===== src/rtl/core/recent_history_list_assert.svh =====
// ----------------------------------------------------------------------------
// Recent history list - assertion macros
// Clocked on i_clk, held off while i_rst_n is low.
// ----------------------------------------------------------------------------
`ifndef RECENT_HISTORY_LIST_ASSERT_SVH
`define RECENT_HISTORY_LIST_ASSERT_SVH

// property must hold at every edge out of reset
`define RHL_ASSERT(label, prop) \
    label: assert property (@(posedge i_clk) disable iff (!i_rst_n) (prop)) \
        else $error("recent_history_list: assertion failed");

// condition must never be seen out of reset
`define RHL_NEVER(label, cond) \
    label: assert property (@(posedge i_clk) disable iff (!i_rst_n) !(cond)) \
        else $error("recent_history_list: forbidden condition seen");

`endif


===== src/rtl/core/rhl_pkg.sv =====
// ----------------------------------------------------------------------------
// rhl_pkg
// Shared types and constants of the recent history list.
// ----------------------------------------------------------------------------
package rhl_pkg;

    localparam int DEFAULT_HISTORY_DEPTH = 16;

    typedef enum logic [1:0] {
        OP_APPEND = 2'd0,
        OP_CLEAR  = 2'd1,
        OP_READ   = 2'd2,
        OP_NOP    = 2'd3
    } t_opcode;

    typedef struct packed {
        t_opcode     opcode;
        logic [15:0] article_number;
        logic [11:0] first_line;
        logic [7:0]  ref_code;
        logic [3:0]  read_index;
    } t_in_word;

    typedef struct packed {
        logic [4:0]  entry_count;
        logic        duplicate_removed;
        logic        oldest_dropped;
        logic        read_valid;
        logic [15:0] read_number;
        logic [11:0] read_first_line;
        logic [7:0]  read_ref_code;
    } t_out_word;

    // one stored list entry
    typedef struct packed {
        logic [15:0] number;
        logic [11:0] position;
        logic [7:0]  code;
    } t_entry;

endpackage


===== src/rtl/core/rhl_if.sv =====
// ----------------------------------------------------------------------------
// rhl_in_if / rhl_out_if
// Valid/ready channels carrying command and result words.
// ----------------------------------------------------------------------------
interface rhl_in_if;
    logic             valid;
    logic             ready;
    rhl_pkg::t_in_word payload;

    modport source (output valid, output payload, input ready);
    modport sink   (input valid, input payload, output ready);
endinterface

interface rhl_out_if;
    logic              valid;
    logic              ready;
    rhl_pkg::t_out_word payload;

    modport source (output valid, output payload, input ready);
    modport sink   (input valid, input payload, output ready);
endinterface


===== src/rtl/core/recent_history_list.sv =====
// ----------------------------------------------------------------------------
// recent_history_list
// Bounded most-recently-used list held in one synchronous RAM.
// ----------------------------------------------------------------------------
// The list is kept oldest first in a single-port-write, registered-read RAM
// of HISTORY_DEPTH entries. One command word is taken at a time; its result
// word goes to an output register, so the next command is accepted while a
// result still waits. Work per word, N being the entry count:
//   clear / no-op : straight to the result
//   read          : one RAM read, then the result
//   append        : compare-and-shift walk over the N entries, write of the
//                   new entry and result, plus a shift pass to drop the
//                   oldest entry when the list is full and no duplicate
//                   was found.
// The walk is set by the RAM: one entry is read per cycle and, once the
// matching entry has been found, each later entry is written back one slot
// lower, one entry behind the read, so the two never hit the same address.
// No clearing pass is needed after reset: only entries below the count are
// ever read back, and the count resets to zero.
// ----------------------------------------------------------------------------
`include "recent_history_list_assert.svh"

module recent_history_list #(
    parameter int HISTORY_DEPTH = rhl_pkg::DEFAULT_HISTORY_DEPTH
) (
    input  logic           i_clk,
    input  logic           i_rst_n,
    rhl_in_if.sink         i_in,
    rhl_out_if.source      o_out
);

    localparam int AW = $clog2(HISTORY_DEPTH);       // RAM address width
    localparam int CW = $clog2(HISTORY_DEPTH + 1);   // count width, holds depth

    typedef enum logic [3:0] {
        S_IDLE  = 4'b0001,
        S_WALK  = 4'b0010,   // compare / shift walk over the list
        S_WRITE = 4'b0100,   // new entry goes to the tail
        S_FIN   = 4'b1000    // result word into output register
    } t_state;

    // ---- storage ----
    rhl_pkg::t_entry r_mem [HISTORY_DEPTH];
    rhl_pkg::t_entry r_mem_q;                        // registered read data

    // ---- control ----
    t_state            r_state, n_state;
    logic [CW-1:0]     r_cnt, n_cnt;
    logic [CW-1:0]     r_ptr, n_ptr;                 // next entry to read
    logic              r_pend, n_pend;               // r_mem_q holds walk data
    logic [AW-1:0]     r_pend_idx, n_pend_idx;       // index of that data
    logic              r_shift, n_shift;             // entries now move down
    logic              r_dup, n_dup;
    logic              r_drop, n_drop;
    logic              r_rvalid, n_rvalid;
    logic              r_out_valid;

    // ---- latched command ----
    rhl_pkg::t_opcode  r_op;
    logic [15:0]       r_num;
    logic [11:0]       r_pos;
    logic [7:0]        r_code;
    rhl_pkg::t_out_word r_out;

    // ---- RAM port controls ----
    logic              w_re, w_we;
    logic [AW-1:0]     w_raddr, w_waddr;
    rhl_pkg::t_entry   w_wdata;

    logic              w_accept;
    logic              w_out_load;
    logic              w_issue;
    logic [CW-1:0]     w_base;                       // tail slot for append
    logic [CW+3:0]     w_idx_ext;
    logic [CW+3:0]     w_cnt_ext;
    logic [CW+4:0]     w_cnt_wide;
    rhl_pkg::t_out_word w_result;

    assign i_in.ready  = (r_state == S_IDLE);
    assign w_accept    = i_in.valid && i_in.ready;
    assign w_out_load  = (r_state == S_FIN) && (!r_out_valid || o_out.ready);
    assign w_issue     = (r_state == S_WALK) && (r_ptr < r_cnt);

    assign w_idx_ext   = {{CW{1'b0}}, i_in.payload.read_index};
    assign w_cnt_ext   = {4'b0000, r_cnt};
    assign w_cnt_wide  = {5'b00000, r_cnt};

    // slot of the new entry: the tail, one lower when a duplicate was removed, or last slot after a drop
    assign w_base = r_drop ? CW'(HISTORY_DEPTH - 1) : (r_cnt - CW'(r_dup));

    // ---- next-state logic ----
    always_comb begin
        n_state    = r_state;
        n_cnt      = r_cnt;
        n_ptr      = r_ptr;
        n_pend     = 1'b0;
        n_pend_idx = r_pend_idx;
        n_shift    = r_shift;
        n_dup      = r_dup;
        n_drop     = r_drop;
        n_rvalid   = r_rvalid;
        w_re       = 1'b0;
        w_raddr    = r_ptr[AW-1:0];
        w_we       = 1'b0;
        w_waddr    = w_base[AW-1:0];
        w_wdata    = '{number: r_num, position: r_pos, code: r_code};

        case (r_state)
            S_IDLE: begin
                if (w_accept) begin
                    n_dup    = 1'b0;
                    n_drop   = 1'b0;
                    n_shift  = 1'b0;
                    n_rvalid = 1'b0;
                    case (i_in.payload.opcode)
                        rhl_pkg::OP_APPEND: begin
                            n_ptr   = '0;
                            n_state = S_WALK;
                        end
                        rhl_pkg::OP_CLEAR: begin
                            n_cnt   = '0;
                            n_state = S_FIN;
                        end
                        rhl_pkg::OP_READ: begin
                            w_re     = 1'b1;
                            w_raddr  = w_idx_ext[AW-1:0];
                            n_rvalid = (w_idx_ext < w_cnt_ext);
                            n_state  = S_FIN;
                        end
                        default: begin
                            n_state = S_FIN;
                        end
                    endcase
                end
            end

            S_WALK: begin
                // issue the next read
                if (w_issue) begin
                    w_re       = 1'b1;
                    w_raddr    = r_ptr[AW-1:0];
                    n_ptr      = r_ptr + 1'b1;
                    n_pend     = 1'b1;
                    n_pend_idx = r_ptr[AW-1:0];
                end
                // consume the data read last cycle
                if (r_pend) begin
                    if (r_shift) begin
                        w_we    = 1'b1;
                        w_waddr = r_pend_idx - 1'b1;
                        w_wdata = r_mem_q;
                    end else if (r_mem_q.number == r_num) begin
                        n_shift = 1'b1;
                        n_dup   = 1'b1;
                    end
                end
                // walk finished
                if (!w_issue && !r_pend) begin
                    if (!r_dup && !r_drop && (r_cnt == CW'(HISTORY_DEPTH))) begin
                        // full, no duplicate: shift everything down from entry 1
                        n_drop  = 1'b1;
                        n_shift = 1'b1;
                        n_ptr   = CW'(1);
                    end else begin
                        n_state = S_WRITE;
                    end
                end
            end

            S_WRITE: begin
                w_we    = 1'b1;
                n_cnt   = w_base + 1'b1;
                n_state = S_FIN;
            end

            S_FIN: begin
                if (w_out_load) begin
                    n_state = S_IDLE;
                end
            end

            default: begin
                n_state = S_IDLE;
            end
        endcase
    end

    // ---- result word ----
    always_comb begin
        w_result                   = '0;
        w_result.entry_count       = w_cnt_wide[4:0];
        w_result.duplicate_removed = (r_op == rhl_pkg::OP_APPEND) && r_dup;
        w_result.oldest_dropped    = (r_op == rhl_pkg::OP_APPEND) && r_drop;
        if ((r_op == rhl_pkg::OP_READ) && r_rvalid) begin
            w_result.read_valid      = 1'b1;
            w_result.read_number     = r_mem_q.number;
            w_result.read_first_line = r_mem_q.position;
            w_result.read_ref_code   = r_mem_q.code;
        end
    end

    // ---- RAM ----
    always_ff @(posedge i_clk) begin
        if (w_we) begin
            r_mem[w_waddr] <= w_wdata;
        end
        if (w_re) begin
            r_mem_q <= r_mem[w_raddr];
        end
    end

    // ---- control registers ----
    always_ff @(posedge i_clk) begin
        if (!i_rst_n) begin
            r_state  <= S_IDLE;
            r_cnt    <= '0;
            r_ptr    <= '0;
            r_pend   <= 1'b0;
            r_shift  <= 1'b0;
            r_dup    <= 1'b0;
            r_drop   <= 1'b0;
            r_rvalid <= 1'b0;
        end else begin
            r_state  <= n_state;
            r_cnt    <= n_cnt;
            r_ptr    <= n_ptr;
            r_pend   <= n_pend;
            r_shift  <= n_shift;
            r_dup    <= n_dup;
            r_drop   <= n_drop;
            r_rvalid <= n_rvalid;
        end
    end

    always_ff @(posedge i_clk) begin
        r_pend_idx <= n_pend_idx;
        if (w_accept) begin
            r_op   <= i_in.payload.opcode;
            r_num  <= i_in.payload.article_number;
            r_pos  <= i_in.payload.first_line;
            r_code <= i_in.payload.ref_code;
        end
    end

    // ---- output register ----
    always_ff @(posedge i_clk) begin
        if (!i_rst_n) begin
            r_out_valid <= 1'b0;
        end else if (w_out_load) begin
            r_out_valid <= 1'b1;
        end else if (o_out.ready) begin
            r_out_valid <= 1'b0;
        end
    end

    always_ff @(posedge i_clk) begin
        if (w_out_load) begin
            r_out <= w_result;
        end
    end

    assign o_out.valid   = r_out_valid;
    assign o_out.payload = r_out;

    // ---- assertions ----
    `RHL_ASSERT(a_cnt_bound, r_cnt <= CW'(HISTORY_DEPTH))
    `RHL_NEVER(a_dup_and_drop, r_dup && r_drop)
    `RHL_ASSERT(a_tail_written, (r_state == S_WRITE) |=> (r_cnt != '0))
    `RHL_NEVER(a_shift_below_zero, (r_state == S_WALK) && r_pend && r_shift && (r_pend_idx == '0))

endmodule


===== src/flat_wrapper.sv =====
// flat-port wrapper written by rule: the top's interface ports become plain ports
module recent_history_list_flat 
#(
    parameter int HISTORY_DEPTH = rhl_pkg::DEFAULT_HISTORY_DEPTH
)
  (i_clk, i_rst_n, i_in_valid, i_in_payload, i_in_ready, o_out_valid, o_out_payload, o_out_ready);
  rhl_in_if i_in_i ();
  rhl_out_if o_out_i ();
  input  logic i_clk;
  input  logic i_rst_n;
  input wire logic [$bits(i_in_i.valid)-1:0] i_in_valid;
  input wire logic [$bits(i_in_i.payload)-1:0] i_in_payload;
  output wire logic [$bits(i_in_i.ready)-1:0] i_in_ready;
  output wire logic [$bits(o_out_i.valid)-1:0] o_out_valid;
  output wire logic [$bits(o_out_i.payload)-1:0] o_out_payload;
  input wire logic [$bits(o_out_i.ready)-1:0] o_out_ready;
  assign i_in_i.valid = i_in_valid;
  assign i_in_i.payload = i_in_payload;
  assign i_in_ready = i_in_i.ready;
  assign o_out_valid = o_out_i.valid;
  assign o_out_payload = o_out_i.payload;
  assign o_out_i.ready = o_out_ready;
  recent_history_list #(.HISTORY_DEPTH(HISTORY_DEPTH)) u_core (.i_clk(i_clk), .i_rst_n(i_rst_n), .i_in(i_in_i), .o_out(o_out_i));
endmodule

===== config.mk =====
export PLATFORM = sky130hd
export DESIGN_NAME = recent_history_list_flat
export DESIGN_NICKNAME = d
export VERILOG_FILES = /design/src/rtl/core/rhl_pkg.sv /design/src/rtl/core/rhl_if.sv /design/src/rtl/core/recent_history_list.sv /design/src/flat_wrapper.sv
export VERILOG_INCLUDE_DIRS = /design/src /design/src/rtl/core
export SDC_FILE = /design/constraint.sdc
export NUM_CORES = 1
export LEC_CHECK = 0
export BUFFER_PORTS_ARGS = -buffer_cell sky130_fd_sc_hd__clkbuf_2
export CAP_MARGIN = 10
export CORE_UTILIZATION = 46
export DETAILED_ROUTE_END_ITERATION = 12
export GPL_ROUTABILITY_DRIVEN = 0
export SLEW_MARGIN = 40
export SYNTH_ARGS = -nofsm -noshare
export SYNTH_HDL_FRONTEND = slang
export SYNTH_SLANG_ARGS = --single-unit

===== constraint.sdc =====
create_clock -name i_clk -period 6.9 [get_ports i_clk]
set_input_delay 0.345 -clock i_clk [delete_from_list [all_inputs] [get_ports i_clk]]
set_output_delay 0.345 -clock i_clk [all_outputs]
set_load 0.01 [all_outputs]

==> metrics.yaml <==
run_status:
  status: "complete, no violations"
layout:
  syn_to_final_growth_pct: 12.1
  antenna_cells: 0
  seqCellArea_mm2: 0.0214
  multi_input_area_mm2: 0.0131
  num-fill-cells: 6362
  drive_gt1_share_pct: 11.3
  nets: 3187
  finalNonFillerCells: 4216
route:
  via_per_inst: 6.39
  first_iter_violations: 3161
  first_pass_iters: 6
  vias: 26929
  totalWireLength_mm: 108
  wire_per_inst_um: 25.6
  antenna_left: 0
  drcViolationCount: 0
sta:
  fin_worst_hold_slack_ns: 0.0975
  min_period_ns: 3.84
  clock-skew-final_ns: 0.0174
  setup_tns_ns: 0
  hold_viol: 0
  tightestPinTransition_ns: 0.936
  slew_headroom_pct: 37.6
  finalCritPeriodShare_pct: 55.7
  rsz0062_at_grt: "false"
  slew_viol_final: 0
  fmax_mhz: 260
  setup_violations: 0
worst_setup_path:
  reg2reg_slack_ns: 3.06
  startpoint_type: "register"
  arrival_ns: 4.10
  r2r_start: "u_core.r_state[1]"
  reg2regPathDepth: 7
  cp.required_ns: 7.16
  r2r-end: "u_core.r_mem[14][32]"
  endpoint_kind: "register"
  cp_max_fo: 21
  path_class: "register to register"
power_and_ir_drop:
  p_total_mw: 9.63
  vdd_ir_drop_max_uv: 155
  p_leak_nw: 12.7
  pwr_density_cell_mw_per_mm2: 241
min_path:
  hold_start: "o_out_ready"
  min_path_cells: 3
  hp-class: "input pin to register"
  hold-path-endpoint: "u_core.o_out.valid"
logic_synthesis:
  syn_area_mm2: 0.0356
  yosysWarningCount: 0
  synth.avg_cell_area_um2: 11.4
  syn-num-nets: 3184
  synth_cell_types: 58
  async_flop_share_pct: 0
  synth_seq_area_share_pct: 60.1
  ys_ff_latch: 718
  synthCells: 3126
  synth_edf_count: 698
  ys.flop_type: "edfxtp_1"
die:
  die_w_um: 280
  core_mm2: 0.0762
  initial_core_util_pct: 46.7
  dieArea_mm2: 0.0784
  pin_count: 92
  die_y_um: 280
  rows: 101
clock_network:
  clk_pin_slew_worst_paths_ns: 0.06
  cts_buffers: 79
  clk_latency_ns: 0.63
  clockBufferDepth: 3
  cts_resized: 0
  clock_tree.root_cell: "clkbuf_16"
  clkSinkCount: 718
  cts_max_level: 3
  cts_tree: "built"
global_routing:
  grt_usage_pct: 27.1
  antenna_found_initial: 1
  grt_first_pass_wirelength_mm: 161
  grt_max_degree: 142
  grt_overflow: 0
  grt_pass1_vias: 26330
placement:
  hpwl_mm: 60.9
  io_buffer_count: 91
  place_inst: 4038
run:
  cap_viol_max_count: 0
==> registers in the layout, summed over array words and instances, names as in the netlist, 5 cells and up <==
name,cells
u_core.r_cnt,5
u_core.r_num,16
u_core.r_mem_q,36
u_core.r_pos,12
u_core.r_mem,576
u_core.r_ptr,5
u_core.r_code,8
u_core.o_out.payload,44
==> worst max path at each step <==
stage | start | endpoint | cells after the start
after floorplan | u_core.o_out.valid | u_core.o_out.payload[0] | 2
after global placement | u_core.r_state[1] | u_core.r_mem_q[27] | 8
after CTS | u_core.r_state[1] | u_core.r_mem[14][32] | 7
final | u_core.r_state[1] | u_core.r_mem[14][32] | 7
after global routing | u_core.r_state[1] | u_core.r_mem[14][32] | 7
after detailed placement | u_core.r_state[1] | u_core.r_mem_q[10] | 9
==> critical path: stages (launching register included) <==
cell and delay, ns:
dfxtp_1 0.42, nor4b_1 0.49, and3_2 0.62, nor3_1 0.14
a21oi_1 0.20, nand2_1 0.26, nor2_4 0.73, buf_4 0.52
==> what timing repair did <==
action,CTS,global route
setup endpoints to repair,0,0
setup buffers,0,0
hold buffers,38,0
hold endpoints to repair,38,0
==> Yosys cell counts (all sizes together) (7+ instances only) <==
| master | n | share of area (%) |
|---|---|---|
| edfxtp | 698 | 59 |
| a21oi | 576 | 8.1 |
| nand2 | 426 | 4.5 |
| mux2i | 276 | 7.8 |
| clkbuf | 198 | 2.1 |
| nor3 | 144 | 2.0 |
| a211oi | 94 | 2.0 |
| nand3 | 90 | 1.3 |
| buf | 73 | 1.3 |
| a21boi | 62 | 1.3 |
| mux2 | 57 | 1.8 |
| a31oi | 52 | 0.91 |
| nor2 | 49 | 0.52 |
| and2 | 42 | 0.74 |
| o32ai | 36 | 0.89 |
| or3 | 36 | 0.63 |
| o21ai | 35 | 0.49 |
| a2111oi | 34 | 0.84 |
| dfxtp | 20 | 1.1 |
| xnor2 | 15 | 0.37 |
| nor2b | 14 | 0.25 |
| inv | 13 | 0.14 |
| ha | 12 | 0.42 |
| nand2b | 9 | 0.16 |
| xor2 | 8 | 0.20 |
| o22ai | 7 | 0.12 |
==> cells in the final DEF (no fill, tap or decap), types with 12 or more instances in the layout <==
cell type	count
buf_4	43
clkinv_1	18
dfxtp_1	17
or3_1	36
clkbuf_1	13
nor2_1	33
nor2_4	16
xnor2_1	15
ha_1	12
a21boi_0	62
mux2_2	57
nor3_1	144
a2111oi_0	34
o21ai_0	34
and2_1	41
mux2i_1	275
clkbuf_16	83
dlygate4sd3_1	38
nand3_1	89
nor2b_1	13
nand2_1	424
o32ai_1	36
edfxtp_1	698
clkbuf_2	89
a31oi_1	52
a21oi_1	576
a211oi_1	94
==> metrics by stage <==
stage	setup WS, ns	util, %	area, um^2
after global placement	2.96	48.2	36800
final	3.06	52.3	39900
after floorplan	1.67	-	35600
after detailed placement	3.07	48.5	36900
after CTS	3.04	52.3	39800
after global routing	2.82	52.3	39900
==> area by class of cell <==
| class | count | share of cell area, % |
|---|---|---|
| sequential | 718 | 53.6 |
| multi-input combinational | 2123 | 33.0 |
| clock buffer | 101 | 5.50 |
| timing repair buffer | 193 | 3.78 |
| tap | 1030 | 3.23 |
| clock inverter | 37 | 0.756 |
| inverter | 14 | 0.176 |
==> metal layers <==
layer | part of all wire (%) | track usage [%] | vias to the layer above
li1 | - | - | 11831
met1 | 41 | 36.3 | 13428
met2 | 47 | 44.0 | 1400
met3 | 8.0 | 3.89 | 270
met4 | 3.7 | 11.5 | 0
met5 | 0 | 0 | -
==> report_power, final <==
part | leakage (nW) | internal [mW] | switching (mW) | total (mW)
Clock | 1.23 | 2.42 | 1.71 | 4.13
Combinational | 4.95 | 0.173 | 0.426 | 0.600
Sequential | 6.54 | 4.87 | 0.0288 | 4.90
Total | 12.7 | 7.46 | 2.16 | 9.63
==> cell families after synthesis <==
family | count (synthesis) | synth area share (%)
xor gates and xnor gates | 23 | 0.567
buffers and inverters | 285 | 3.53
AOI/OAI and AO/OA | 920 | 15.2
DFF | 718 | 60.1
muxes | 333 | 9.58
adders and majority gates | 12 | 0.422
and+or+nand+nor | 835 | 10.6
(Power assumes the default switching activity.)
